--- src/rtl/core/fslf_pkg.sv ---
package fslf_pkg;

  localparam logic [7:0] NEWLINE_CHAR = 8'd10;

  // Configuration register indexes (byte address divided by eight).
  localparam logic [1:0] REG_PATTERN = 2'd0;
  localparam logic [1:0] REG_LENGTH  = 2'd1;
  localparam logic [1:0] REG_COLOR   = 2'd2;

  // Control part of one flush job handed from the front to the back.
  typedef struct packed {
    logic is_line;    // a stored line is emitted, else a single status item
    logic ending;     // job comes from an end command
    logic any_match;  // status reported with the final item
    logic truncated;  // line overflowed the line store
  } fslf_job_t;

endpackage

--- src/rtl/core/fslf_queue.sv ---
module fslf_queue #(
  parameter int W = 8
) (
  input  logic         clk,
  input  logic         rst_n,
  input  logic         push,
  input  logic [W-1:0] push_data,
  input  logic         pop,
  output logic [W-1:0] pop_data,
  output logic         full,
  output logic         empty
);

  logic [W-1:0] slot_r [2];
  logic         wr_ptr_r, wr_ptr_nxt;
  logic         rd_ptr_r, rd_ptr_nxt;
  logic [1:0]   count_r, count_nxt;

  assign full     = (count_r == 2'd2);
  assign empty    = (count_r == 2'd0);
  assign pop_data = slot_r[rd_ptr_r];

  always_comb begin
    wr_ptr_nxt = push ? ~wr_ptr_r : wr_ptr_r;
    rd_ptr_nxt = pop ? ~rd_ptr_r : rd_ptr_r;
    count_nxt  = count_r;
    if (push && !pop) begin
      count_nxt = count_r + 2'd1;
    end else if (pop && !push) begin
      count_nxt = count_r - 2'd1;
    end
  end

  always_ff @(posedge clk) begin
    if (push) begin
      slot_r[wr_ptr_r] <= push_data;
    end
  end

  always_ff @(posedge clk) begin
    if (!rst_n) begin
      wr_ptr_r <= 1'b0;
      rd_ptr_r <= 1'b0;
      count_r  <= 2'd0;
    end else begin
      wr_ptr_r <= wr_ptr_nxt;
      rd_ptr_r <= rd_ptr_nxt;
      count_r  <= count_nxt;
    end
  end

endmodule

--- src/rtl/core/fslf_front.sv ---
module fslf_front #(
  parameter int MAX_PATTERN = 8,
  parameter int LINE_BYTES  = 63
) (
  input  logic                              clk,
  input  logic                              rst_n,
  input  logic                              in_valid,
  output logic                              in_ready,
  input  logic                              in_command,
  input  logic [7:0]                        in_data_byte,
  input  logic [63:0]                       pattern_bytes,
  input  logic [3:0]                        pattern_length,
  input  logic                              q_full,
  input  logic                              drained,
  output logic                              push,
  output fslf_pkg::fslf_job_t               push_ctrl,
  output logic [$clog2(LINE_BYTES+1)-1:0]   push_length,
  output logic [LINE_BYTES-1:0]             push_marks,
  output logic                              mem_we,
  output logic [((LINE_BYTES > 1) ? $clog2(LINE_BYTES) : 1)-1:0] mem_addr,
  output logic [7:0]                        mem_wdata
);

  import fslf_pkg::*;

  localparam int WW = 8 * MAX_PATTERN;
  localparam int FW = $clog2(MAX_PATTERN + 1);
  localparam int LW = $clog2(LINE_BYTES + 1);
  localparam int AW = (LINE_BYTES > 1) ? $clog2(LINE_BYTES) : 1;

  logic [WW-1:0]         win_r, win_nxt, win_shift;
  logic [FW-1:0]         fill_r, fill_nxt, fill_inc;
  logic [LW-1:0]         len_r, len_nxt, new_len;
  logic                  matched_r, matched_nxt;
  logic                  ovf_r, ovf_nxt;
  logic                  seen_r, seen_nxt;
  logic [LINE_BYTES-1:0] marks_r, marks_nxt;
  logic [3:0]            eff_len;
  logic                  flush_kind;
  logic                  accept;
  logic                  stored;
  logic                  hit;

  always_comb begin
    if (pattern_length == 4'd0) begin
      eff_len = 4'd1;
    end else if (int'(pattern_length) > MAX_PATTERN) begin
      eff_len = 4'(MAX_PATTERN);
    end else begin
      eff_len = pattern_length;
    end
  end

  assign flush_kind = in_command || (in_data_byte == NEWLINE_CHAR);
  // Data bytes write the line store, so they wait until the back has read it out.
  assign in_ready   = !q_full && (flush_kind || drained);
  assign accept     = in_valid && in_ready;

  assign win_shift = (win_r << 8) | WW'(in_data_byte);
  assign fill_inc  = (int'(fill_r) == MAX_PATTERN) ? fill_r : fill_r + FW'(1);
  assign stored    = (int'(len_r) < LINE_BYTES);
  assign new_len   = stored ? len_r + LW'(1) : len_r;

  // The pattern's first byte lines up with the oldest byte of the window.
  always_comb begin
    hit = (int'(fill_inc) >= int'(eff_len));
    for (int i = 0; i < MAX_PATTERN; i++) begin
      if (i < int'(eff_len)) begin
        if (pattern_bytes[8*i +: 8] != win_shift[8*(int'(eff_len) - 1 - i) +: 8]) begin
          hit = 1'b0;
        end
      end
    end
  end

  assign mem_we    = accept && !flush_kind && stored;
  assign mem_addr  = len_r[AW-1:0];
  assign mem_wdata = in_data_byte;

  assign push              = accept && flush_kind && (in_command || matched_r);
  assign push_ctrl.is_line   = matched_r;
  assign push_ctrl.ending    = in_command;
  assign push_ctrl.any_match = in_command && (matched_r || seen_r);
  assign push_ctrl.truncated = matched_r && ovf_r;
  assign push_length       = len_r;
  assign push_marks        = marks_r;

  always_comb begin
    win_nxt     = win_r;
    fill_nxt    = fill_r;
    len_nxt     = len_r;
    matched_nxt = matched_r;
    ovf_nxt     = ovf_r;
    seen_nxt    = seen_r;
    marks_nxt   = marks_r;
    if (accept && flush_kind) begin
      seen_nxt    = seen_r || matched_r;
      win_nxt     = '0;
      fill_nxt    = '0;
      len_nxt     = '0;
      matched_nxt = 1'b0;
      ovf_nxt     = 1'b0;
    end else if (accept) begin
      win_nxt     = win_shift;
      fill_nxt    = fill_inc;
      len_nxt     = new_len;
      matched_nxt = matched_r || hit;
      ovf_nxt     = ovf_r || !stored;
      for (int p = 0; p < LINE_BYTES; p++) begin
        if (stored && p == int'(len_r)) begin
          marks_nxt[p] = 1'b0;
        end
        if (hit && stored && p < int'(new_len) &&
            p + int'(eff_len) >= int'(new_len)) begin
          marks_nxt[p] = 1'b1;
        end
      end
    end
  end

  always_ff @(posedge clk) begin
    marks_r <= marks_nxt;
  end

  always_ff @(posedge clk) begin
    if (!rst_n) begin
      win_r     <= '0;
      fill_r    <= '0;
      len_r     <= '0;
      matched_r <= 1'b0;
      ovf_r     <= 1'b0;
      seen_r    <= 1'b0;
    end else begin
      win_r     <= win_nxt;
      fill_r    <= fill_nxt;
      len_r     <= len_nxt;
      matched_r <= matched_nxt;
      ovf_r     <= ovf_nxt;
      seen_r    <= seen_nxt;
    end
  end

endmodule

--- src/rtl/core/fslf_back.sv ---
module fslf_back #(
  parameter int LINE_BYTES = 63
) (
  input  logic                            clk,
  input  logic                            rst_n,
  input  logic                            q_empty,
  input  fslf_pkg::fslf_job_t             q_ctrl,
  input  logic [$clog2(LINE_BYTES+1)-1:0] q_length,
  input  logic [LINE_BYTES-1:0]           q_marks,
  output logic                            pop,
  output logic                            active,
  input  logic                            mem_we,
  input  logic [((LINE_BYTES > 1) ? $clog2(LINE_BYTES) : 1)-1:0] mem_addr,
  input  logic [7:0]                      mem_wdata,
  input  logic                            color_enable,
  input  logic                            out_ready,
  output logic                            out_valid,
  output logic [7:0]                      out_byte,
  output logic                            out_highlight,
  output logic                            out_last,
  output logic                            out_done_res,
  output logic                            out_any_match,
  output logic                            out_truncated
);

  import fslf_pkg::*;

  localparam int LW = $clog2(LINE_BYTES + 1);
  localparam int AW = (LINE_BYTES > 1) ? $clog2(LINE_BYTES) : 1;

  logic [7:0]            store_mem [LINE_BYTES];
  logic [7:0]            rdata_r;
  fslf_job_t             job_r, job_nxt;
  logic [LW-1:0]         job_len_r, job_len_nxt;
  logic [LINE_BYTES-1:0] job_marks_r, job_marks_nxt;
  logic                  active_r, active_nxt;
  logic [LW-1:0]         idx_r, idx_nxt;
  logic                  out_valid_r, out_valid_nxt;
  logic [7:0]            byte_r, byte_nxt;
  logic                  hl_r, hl_nxt;
  logic                  last_r, last_nxt;
  logic                  done_r, done_nxt;
  logic                  any_r, any_nxt;
  logic                  trunc_r, trunc_nxt;
  logic                  load;

  assign pop    = !active_r && !q_empty;
  assign active = active_r;
  assign load   = !out_valid_r || out_ready;

  always_comb begin
    job_nxt       = job_r;
    job_len_nxt   = job_len_r;
    job_marks_nxt = job_marks_r;
    active_nxt    = active_r;
    idx_nxt       = idx_r;
    out_valid_nxt = out_valid_r && !out_ready;
    byte_nxt      = byte_r;
    hl_nxt        = hl_r;
    last_nxt      = last_r;
    done_nxt      = done_r;
    any_nxt       = any_r;
    trunc_nxt     = trunc_r;
    if (pop) begin
      job_nxt       = q_ctrl;
      job_len_nxt   = q_length;
      job_marks_nxt = q_marks;
      active_nxt    = 1'b1;
      idx_nxt       = '0;
    end else if (active_r && load) begin
      out_valid_nxt = 1'b1;
      trunc_nxt     = job_r.truncated;
      if (job_r.is_line && idx_r < job_len_r) begin
        byte_nxt = rdata_r;
        hl_nxt   = job_marks_r[idx_r[AW-1:0]] && color_enable;
        last_nxt = 1'b0;
        done_nxt = 1'b0;
        any_nxt  = 1'b0;
        idx_nxt  = idx_r + LW'(1);
      end else begin
        // Closing newline of a line, or the lone status item of an end command.
        byte_nxt   = job_r.is_line ? NEWLINE_CHAR : 8'd0;
        hl_nxt     = 1'b0;
        last_nxt   = 1'b1;
        done_nxt   = job_r.ending;
        any_nxt    = job_r.any_match;
        active_nxt = 1'b0;
        idx_nxt    = '0;
      end
    end
  end

  // The read address follows the next index, so rdata_r always holds the byte at idx_r.
  always_ff @(posedge clk) begin
    if (mem_we) begin
      store_mem[mem_addr] <= mem_wdata;
    end
    rdata_r <= store_mem[idx_nxt[AW-1:0]];
  end

  always_ff @(posedge clk) begin
    job_r       <= job_nxt;
    job_len_r   <= job_len_nxt;
    job_marks_r <= job_marks_nxt;
    byte_r      <= byte_nxt;
    hl_r        <= hl_nxt;
    last_r      <= last_nxt;
    done_r      <= done_nxt;
    any_r       <= any_nxt;
    trunc_r     <= trunc_nxt;
  end

  always_ff @(posedge clk) begin
    if (!rst_n) begin
      active_r    <= 1'b0;
      idx_r       <= '0;
      out_valid_r <= 1'b0;
    end else begin
      active_r    <= active_nxt;
      idx_r       <= idx_nxt;
      out_valid_r <= out_valid_nxt;
    end
  end

  assign out_valid     = out_valid_r;
  assign out_byte      = byte_r;
  assign out_highlight = hl_r;
  assign out_last      = last_r;
  assign out_done_res  = done_r;
  assign out_any_match = any_r;
  assign out_truncated = trunc_r;

endmodule

--- src/rtl/core/fixed_string_line_filter.sv ---
// Data bytes are accepted one per cycle and produce no item of their own.
// A newline or end command after a matched line of N stored bytes emits N+1 items,
// one per cycle unless out_ready stalls them, from the back's line store read port.
// Data bytes stall while a flush is queued or being emitted; newlines and end commands
// wait only for room in the two-entry job queue. Synchronous active-low reset clears the
// line state, the match history and the queue; the line store itself is not cleared.
module fixed_string_line_filter #(
  parameter int MAX_PATTERN = 8,
  parameter int LINE_BYTES  = 63
) (
  input  logic        clk,
  input  logic        rst_n,
  input  logic        in_valid,
  output logic        in_ready,
  input  logic        in_command,
  input  logic [7:0]  in_data_byte,
  output logic        out_valid,
  input  logic        out_ready,
  output logic [7:0]  out_byte,
  output logic        out_highlight,
  output logic        out_last,
  output logic        out_done_res,
  output logic        out_any_match,
  output logic        out_truncated,
  input  logic        psel,
  input  logic        penable,
  input  logic        pwrite,
  input  logic [4:0]  paddr,
  input  logic [63:0] pwdata,
  output logic [63:0] prdata,
  output logic        pready
);

  import fslf_pkg::*;

  localparam int LW = $clog2(LINE_BYTES + 1);
  localparam int AW = (LINE_BYTES > 1) ? $clog2(LINE_BYTES) : 1;
  localparam int CW = $bits(fslf_job_t);
  localparam int QW = CW + LW + LINE_BYTES;

  logic [63:0]           pattern_r;
  logic [3:0]            length_r;
  logic                  color_r;
  logic                  cfg_wr;
  logic                  q_full, q_empty, q_push, q_pop;
  logic [QW-1:0]         q_wdata, q_rdata;
  fslf_job_t             push_ctrl, pop_ctrl;
  logic [LW-1:0]         push_length, pop_length;
  logic [LINE_BYTES-1:0] push_marks, pop_marks;
  logic                  back_active;
  logic                  mem_we;
  logic [AW-1:0]         mem_addr;
  logic [7:0]            mem_wdata;

  assign pready = 1'b1;
  assign cfg_wr = psel && penable && pwrite;

  always_ff @(posedge clk) begin
    if (!rst_n) begin
      pattern_r <= '0;
      length_r  <= 4'd1;
      color_r   <= 1'b0;
    end else if (cfg_wr) begin
      case (paddr[4:3])
        REG_PATTERN: pattern_r <= pwdata;
        REG_LENGTH:  length_r  <= pwdata[3:0];
        REG_COLOR:   color_r   <= pwdata[0];
        default: ;
      endcase
    end
  end

  always_comb begin
    unique case (paddr[4:3])
      REG_PATTERN: prdata = pattern_r;
      REG_LENGTH:  prdata = 64'(length_r);
      REG_COLOR:   prdata = 64'(color_r);
      default:     prdata = '0;
    endcase
  end

  fslf_front #(
    .MAX_PATTERN (MAX_PATTERN),
    .LINE_BYTES  (LINE_BYTES)
  ) u_front (
    .clk            (clk),
    .rst_n          (rst_n),
    .in_valid       (in_valid),
    .in_ready       (in_ready),
    .in_command     (in_command),
    .in_data_byte   (in_data_byte),
    .pattern_bytes  (pattern_r),
    .pattern_length (length_r),
    .q_full         (q_full),
    .drained        (q_empty && !back_active),
    .push           (q_push),
    .push_ctrl      (push_ctrl),
    .push_length    (push_length),
    .push_marks     (push_marks),
    .mem_we         (mem_we),
    .mem_addr       (mem_addr),
    .mem_wdata      (mem_wdata)
  );

  assign q_wdata = {push_ctrl, push_length, push_marks};
  assign {pop_ctrl, pop_length, pop_marks} = q_rdata;

  fslf_queue #(
    .W (QW)
  ) u_queue (
    .clk       (clk),
    .rst_n     (rst_n),
    .push      (q_push),
    .push_data (q_wdata),
    .pop       (q_pop),
    .pop_data  (q_rdata),
    .full      (q_full),
    .empty     (q_empty)
  );

  fslf_back #(
    .LINE_BYTES (LINE_BYTES)
  ) u_back (
    .clk           (clk),
    .rst_n         (rst_n),
    .q_empty       (q_empty),
    .q_ctrl        (pop_ctrl),
    .q_length      (pop_length),
    .q_marks       (pop_marks),
    .pop           (q_pop),
    .active        (back_active),
    .mem_we        (mem_we),
    .mem_addr      (mem_addr),
    .mem_wdata     (mem_wdata),
    .color_enable  (color_r),
    .out_ready     (out_ready),
    .out_valid     (out_valid),
    .out_byte      (out_byte),
    .out_highlight (out_highlight),
    .out_last      (out_last),
    .out_done_res  (out_done_res),
    .out_any_match (out_any_match),
    .out_truncated (out_truncated)
  );

endmodule

--- config.mk ---
export PLATFORM = sky130hd
export DESIGN_NAME = fixed_string_line_filter
export DESIGN_NICKNAME = d
export VERILOG_FILES = /design/src/rtl/core/fslf_pkg.sv /design/src/rtl/core/fslf_queue.sv /design/src/rtl/core/fslf_front.sv /design/src/rtl/core/fslf_back.sv /design/src/rtl/core/fixed_string_line_filter.sv
export SDC_FILE = /design/constraint.sdc
export NUM_CORES = 2
export LEC_CHECK = 0
export BUFFER_PORTS_ARGS = -buffer_cell sky130_fd_sc_hd__buf_2
export CAP_MARGIN = 20
export CORE_ASPECT_RATIO = 0.8
export CORE_UTILIZATION = 50
export CTS_BUF_LIST = sky130_fd_sc_hd__clkbuf_8
export CTS_CLUSTER_SIZE = 14
export DETAILED_ROUTE_END_ITERATION = 6
export PLACE_DENSITY = 0.67
export SLEW_MARGIN = 0
export SYNTH_ARGS = -nofsm -noshare
export SYNTH_HDL_FRONTEND = slang
export SYNTH_SLANG_ARGS = --single-unit
--- constraint.sdc ---
create_clock -name clk -period 10.6 [get_ports clk]
set_input_delay 1.59 -clock clk [delete_from_list [all_inputs] [get_ports clk]]
set_output_delay 1.59 -clock clk [all_outputs]
set_load 0.005 [all_outputs]
==> Yosys cells after proc, flatten, opt, wreduce, memory -nomap -nowiden <==
Memory sizes are Yosys's and may differ from the RTL's. A register that Yosys moved wholly into a read port is not among the register bits.
Index checks and enable logic that the tools add are counted.
{ "op_classes": {"addsub": 75, "order_cmp": 139, "eq_ne": 76, "shifts": 8, "n_mux": 103, "n_bitwise": 6, "reduce_logical": 362} }
{ "op_table": {"columns": ["cell", "n"], "rows": [
  ["$ge A32 B7 Y1", 62],
  ["$shiftx A64 B32 Y8", 7],
  ["$add A6 B4 Y7 const A", 31],
  ["$logic_and A1 B1 Y1", 208],
  ["$eq A6 B6 Y1 const A", 32],
  ["$pmux W64 S3", 1],
  ["$reduce_and A3 Y1", 63],
  ["$lt A6 B6 Y1 const A", 31],
  ["$reduce_bool A2 Y1", 65],
  ["$add A5 B4 Y6 const A", 16],
  ["$eq A5 B6 Y1 const A", 16],
  ["$lt A5 B6 Y1 const A", 16],
  ["$mux W1", 90],
  ["$ne A8 B8 Y1", 8],
  ["$or A64 B8 Y64", 1],
  ["$shiftx A64 B8 Y8", 1],
  ["$eq A4 B6 Y1 const A", 8],
  ["$lt A4 B6 Y1 const A", 8],
  ["$add A4 B4 Y5 const A", 8],
  ["$eq A3 B6 Y1 const A", 4],
  ["$lt A3 B6 Y1 const A", 4],
  ["$mux W6", 4],
  ["$sub A5 B4 Y6 const B", 4],
  ["$add A3 B4 Y5 const A", 4],
  ["38 further kinds", 77]
]} }
{ "word_totals": {"reg_bits": 226, "mem_bits_rw": 650, "input_bits": 85, "out_inout_bits": 80, "elab_cells": 855, "mem_count": 2} }
{ "memory_table": {"columns": ["name", "depth", "width", "read_ports", "rd_clocked_by_memory_dff", "wr", "line", "source"], "rows": [
  ["u_back.store_mem", 63, 8, 1, 1, 1, "fslf_back.sv:31", "logic [7:0] store_mem [LINE_BYTES];"],
  ["u_queue.slot_r", 2, 73, 1, 1, 1, "fslf_queue.sv:14", "logic [W-1:0] slot_r [2];"]
]} }

==> Logic depth before layout (Yosys ltp) <==
{ "logic_depth": {"depth_word": 27, "depth_mapped": 25, "ltp_nobuf": 18} }

==> By module <==
Synthesis repeated with hierarchy kept, for this count alone.
{ "hier_totals": {"hier_cells": 4052, "area_unflattened_um2": 47145.2} }
{ "by_module_without_submodules": {"columns": ["mod", "instances", "cells_per_inst", "area_per_inst_um2", "seq_area_each_um2"], "rows": [
  ["fslf_back", 1, 1591, 24009.3, 18037.3],
  ["fslf_front", 1, 1833, 14291.2, 3273.1],
  ["fslf_queue", 1, 249, 5511.5, 4484.3],
  ["fixed_string_line_filter", 1, 379, 3333.2, 1381.3]
]} }

==> Worst setup path before layout <==
No wires, ideal clock.
{ "synth_timing": {"path_type": "input to register", "startpoint": "input port in_data_byte[0]", "endpoint": "memory u_queue.slot_r[0][0] in the netlist's numbering, enable pin", "setup_time_ns": 0.594, "arrival_ns": 7.793, "required_time_ns": 10.006, "slack_ns": 2.214, "stages": 7, "n_path_buf": 1, "path_cell_list": "nor4bb_1 -> a31oi_1 -> a21boi_0 -> a21oi_1 -> nand2_1 -> clkbuf_1 -> nor3_1"} }
{ "synth_via": {"elab_chain_len": 9} }
{ "synth_rtl": {"columns": ["element", "line", "source"], "rows": [
  ["start: declaration", "fixed_string_line_filter.sv:16", "input logic [7:0] in_data_byte,"],
  ["$eq A8 B4 Y1", "fslf_front.sv:54", "assign flush_kind = in_command || (in_data_byte == NEWLINE_CHAR);"],
  ["$logic_or A1 B1 Y1", "fslf_front.sv:54", null],
  ["$logic_or A1 B1 Y1", "fslf_front.sv:56", "assign in_ready = !q_full && (flush_kind || drained);"],
  ["$logic_and A1 B1 Y1", "fslf_front.sv:56", null],
  ["net in_ready", "fixed_string_line_filter.sv:14", "output logic in_ready,"],
  ["$logic_and A1 B1 Y1", "fslf_front.sv:57", "assign accept = in_valid && in_ready;"],
  ["$logic_and A1 B1 Y1 (2 in a row)", "fslf_front.sv:80", "assign push = accept && flush_kind && (in_command || matched_r);"],
  ["$mux W1", "fslf_queue.sv:35", "if (push) begin"],
  ["$mux W1 (implied by the code)", "fslf_queue.sv:36", "slot_r[wr_ptr_r] <= push_data;"],
  ["end: declaration", "fslf_queue.sv:14", null]
]} }
The timed path passes the listed nets, and every way through them passes these cells.

==> Worst setup path in the final report <==
{ "layout_timing": {"startpoint": "register length_r[3]", "endpoint": "register u_front.marks_r[39], in the netlist u_front.push_marks[39], enable pin"} }
{ "layout_via": {"elab_chain_len": 27, "elab_cells_between_ends": 60, "classes_between": "add/sub (9); order compare (11); eq/ne (8); shift (8); mux (18); reduce/logical (6)"} }
{ "layout_rtl": {"columns": ["element", "line", "source"], "rows": [
  ["start: declaration", "fixed_string_line_filter.sv:42", "logic [3:0] length_r;"],
  ["start signal: assignment", "fixed_string_line_filter.sv:66", "REG_LENGTH: length_r <= pwdata[3:0];"],
  ["$gt A4 B4 Y1", "fslf_front.sv:47", "end else if (int'(pattern_length) > MAX_PATTERN) begin"],
  ["$mux W4", "fslf_front.sv:47", null],
  ["$mux W4 *", "fslf_front.sv:45", "if (pattern_length == 4'd0) begin"],
  ["branches (longest 21 deep; another with $sub A5 B2 Y6)", null, null],
  ["$logic_and A1 B1 Y1 *", "fslf_front.sv:113", "if (hit && stored && p < int'(new_len) &&"],
  ["$reduce_bool A2 Y1 (no source line) *", null, null],
  ["$reduce_and A3 Y1 (no source line) *", null, null],
  ["end signal: assignment", "fslf_front.sv:122", "marks_r <= marks_nxt;"],
  ["end: declaration", "fslf_front.sv:37", "logic [LINE_BYTES-1:0] marks_r, marks_nxt;"]
]} }
Mark *: on every way between the ends.
A chain may end at the register's enable or synchronous reset.

==> flow_summary.yaml <==
run_status:
  outcome: "finished, final reports clean"
yosys:
  synth.yosys.seq_area_share: 0.6095
  ys_ff_latch: 957
  synth_edf_count: 799
  most_frequently_used_flop_master_after_synthesis: "sky130_fd_sc_hd__edfxtp_1"
  yosys_warnings: 0
  syn_inst: 3780
  post_synth_instance_area_mm2: 0.04456
  synth.lib_cells_used.distinct: 81
  per_instance_average_area_after_synthesis_um2: 11.79
  synth_async_sr_flop_share: 0
pwr:
  p_per_area_mw_per_mm2: 196.0
  leakage_uw: 0.01731
  ir_worst_vdd_mv: 0.1266
clock_tree:
  clk_pin_slew_worst_paths_ns: 0.06
  worstSkewPairLatency_ns: 0.85
  cts_tree: "built"
  clk_root_buffer_cell: "sky130_fd_sc_hd__clkbuf_8"
  post-cts-setup-buffers: 0
  clockBufferDepth: 3
  clkSinkCount: 957
  cts-buffers-inserted: 148
  hold_buffers: 0
  ctsHtreeMaxLevel: 4
  cts-resized-gates: 0
route:
  drt-pass1-iter-count: 6
  routed_wl_um: 129200
  route.antenna.remaining_nets: 0
  dr.first_iter.drc_count: 3862
  remaining_drc_errors: 0
  vias_per_cell: 6.186
  post_drt_wl_per_cell_um: 24.69
  dr_total_vias: 32375
floorplan:
  pin_count: 165
  die_x_um: 335.8
  core_region_area_mm2: 0.08787
  fp.dieH_um: 269.0
  start_util: 0.5071
  rows: 97
  fp.dieArea_mm2: 0.09032
flow_run:
  max_cap_viol_count: 0
setup_path:
  cp-start-kind: "flip-flop"
  type_of_destination_of_the_critical_path: "flip-flop"
  cp_data_required_time_ns: 11.10
  timing_worst_setup_path_type: "reg -> reg"
  cp_max_fo: 96
  critical_path_arrival_ns: 7.56
global_route:
  antenna_found_initial: 3
  global_route.usage.total: 0.2822
  first_global_vias: 29513
  grt_pass1_wl_um: 189800
  grt_start_max_net_pins: 121
  globalRoute.totalOverflow: 0
final_layout:
  final_common_cell: "sky130_fd_sc_hd__edfxtp_1"
  commonest_cells_after_routing_fill_and_taps_aside: "sky130_fd_sc_hd__edfxtp_1, sky130_fd_sc_hd__nand2_1, sky130_fd_sc_hd__a21oi_1, sky130_fd_sc_hd__nor2_1, sky130_fd_sc_hd__inv_1"
  layout-drive-gt1-share: 0.1428
  fill_cells: 7440
  finalNonFillerCells: 5234
  synthToLayoutAreaGrowth_pct: 10.93
  final_net_count: 4149
sta:
  clock.fmax_mhz: 141.5
  worst_slew_margin_rel: 0.2861
  setup_viol_count_final: 0
  final_clock_skew_ns: 0.05548
  final_min_period_over_clock_period: 0.6667
  hold_ws_ns: 0.4226
  final.setup.tns_ns: 0
  final-hold-violation-count: 0
  min_period_ns: 7.067
  drv_slew: 0
  worst-slew-pin-transition_ns: 1.067
  grt_setup_unrepaired: "no"
place:
  portBuffers: 160
  place_inst: 4960
  place.gp.congestion: 0.9635
  estimated_wirelength_of_the_detail_placed_design_um: 83730
min_path:
  timing.hold.worst.class: "reg -> reg"
[synth_stat cells, types with 12 or more instances]
cell type                  count  area share
sky130_fd_sc_hd__buf_1        32      0.0027
sky130_fd_sc_hd__o41ai_1      27      0.0053
sky130_fd_sc_hd__nor3_1       60      0.0067
sky130_fd_sc_hd__a21o_1       47      0.0079
sky130_fd_sc_hd__and2_1       80       0.011
sky130_fd_sc_hd__inv_1       103      0.0087
sky130_fd_sc_hd__o32ai_1      22      0.0043
sky130_fd_sc_hd__nor4_1       48      0.0067
sky130_fd_sc_hd__edfxtp_1    799        0.54
sky130_fd_sc_hd__mux2_2       91       0.023
sky130_fd_sc_hd__a31oi_1      25      0.0035
sky130_fd_sc_hd__nor2b_1      58      0.0081
sky130_fd_sc_hd__xor2_1       23      0.0045
sky130_fd_sc_hd__nand2b_1     29      0.0041
sky130_fd_sc_hd__o22ai_1     158       0.022
sky130_fd_sc_hd__a32oi_1      51       0.010
sky130_fd_sc_hd__xnor2_1      33      0.0065
sky130_fd_sc_hd__a211oi_1     12      0.0020
sky130_fd_sc_hd__o221ai_1     81       0.016
sky130_fd_sc_hd__ha_1        137       0.038
sky130_fd_sc_hd__nor2_1      284       0.024
sky130_fd_sc_hd__mux2i_1      45       0.010
sky130_fd_sc_hd__clkbuf_1    190       0.016
sky130_fd_sc_hd__a22oi_1      59      0.0099
sky130_fd_sc_hd__nor3b_1      17      0.0029
sky130_fd_sc_hd__o21ai_0      60      0.0067
sky130_fd_sc_hd__dfxtp_1     158       0.071
sky130_fd_sc_hd__nand2_1     418       0.035
sky130_fd_sc_hd__nand3_1      70      0.0079
sky130_fd_sc_hd__o32a_1       19      0.0043
sky130_fd_sc_hd__buf_2        23      0.0026
sky130_fd_sc_hd__nand4_1      21      0.0029
sky130_fd_sc_hd__a21oi_1     300       0.034
sky130_fd_sc_hd__o211ai_1     12      0.0020
sky130_fd_sc_hd__mux4_2       22       0.011
sky130_fd_sc_hd__or3_1        21      0.0029
[final cells by class]
cell class                 count  area, um^2  area share
timing repair buffer         235        1396     0.02825
tap                         1188        1486     0.03007
multi-input combinational   2477       16160      0.3270
clock inverter               104       588.1     0.01190
clock buffer                 161        2216     0.04483
sequential                   957       27160      0.5495
antenna                        4       10.01   0.0002025
inverter                     108       406.6    0.008227
[power by group]
group | switching (uW) | leakage (uW) | internal (uW)
clock | 1450 | 0.00165 | 1500
sequential | 102 | 0.00869 | 4360
combinational | 1550 | 0.00697 | 717
[final timing paths]
check | depth (start not counted) | startpoint | end | slack [ns]
min reg2reg | 0 | u_back.job_r[0] | u_back.out_truncated | 0.42
max reg2reg | 18 | length_r[3] | u_front.push_marks[39] | 3.53
max | 18 | length_r[3] | u_front.push_marks[39] | 3.53
min | 0 | u_back.job_r[0] | u_back.out_truncated | 0.42
[layer usage]
layer / global-route usage / vias up / routed length, um
li1: - / 14624 / -
met1: 0.4209 / 15830 / 57010
met2: 0.4032 / 1712 / 54910
met3: 0.06854 / 207 / 13920
met4: 0.09009 / 2 / 3357
met5: 0 / - / 14
[stage by stage]
step                power, uW  setup slack, ns  utilization  area (um^2)
floorplan                5967            2.214            -        44610
global placement         6728            3.711       0.5296        46540
detailed placement       6763            3.674       0.5298        46560
CTS                      9686            3.577       0.5618        49360
global route            10060            3.078       0.5625        49420
finish                   9686            3.533       0.5625        49430
[flip-flops by register name, summed over array words and instances (netlist names), 2 cells and up]
register and count:
length_r 4, pattern_r 64, u_back.idx_r 6, u_back.job_len_r 6, u_back.job_marks_r 63, u_back.job_r 4, u_back.out_byte 8, u_back.rdata_r 8
u_back.store_mem 504, u_front.fill_r 4, u_front.mem_addr 6, u_front.push_marks 63, u_front.win_r 56, u_queue.count_r 2, u_queue.slot_r 146
[critical path, stage by stage, from the launching register on]
cell and delay, ns:
sky130_fd_sc_hd__dfxtp_2 0.64, sky130_fd_sc_hd__inv_1 0.45, sky130_fd_sc_hd__nand2_1 0.46, sky130_fd_sc_hd__inv_1 0.41
sky130_fd_sc_hd__ha_1 0.62, sky130_fd_sc_hd__inv_1 0.21, sky130_fd_sc_hd__ha_1 0.37, sky130_fd_sc_hd__and2_1 0.57
sky130_fd_sc_hd__nand2_1 0.14, sky130_fd_sc_hd__and4_1 0.20, sky130_fd_sc_hd__or4b_1 0.50, sky130_fd_sc_hd__o32a_1 0.18
sky130_fd_sc_hd__a32oi_1 0.32, sky130_fd_sc_hd__a211oi_1 0.15, sky130_fd_sc_hd__nor3_2 0.19, sky130_fd_sc_hd__buf_4 0.31
sky130_fd_sc_hd__nand2_2 0.06, sky130_fd_sc_hd__buf_4 0.41, sky130_fd_sc_hd__o32ai_1 0.43
[kinds of logic after synthesis]
logic type / Yosys count / synth area share
AOI/OAI and AO/OA: 952 / 0.1428
xor gates and xnor gates: 56 / 0.01101
adders and majority gates: 137 / 0.03847
buffers and inverters: 360 / 0.03181
DFF: 957 / 0.6095
muxes: 158 / 0.04423
other: 2 / 0.0001685
and+or+nand+nor: 1158 / 0.1220
Power figures use the tool's default switching activity.
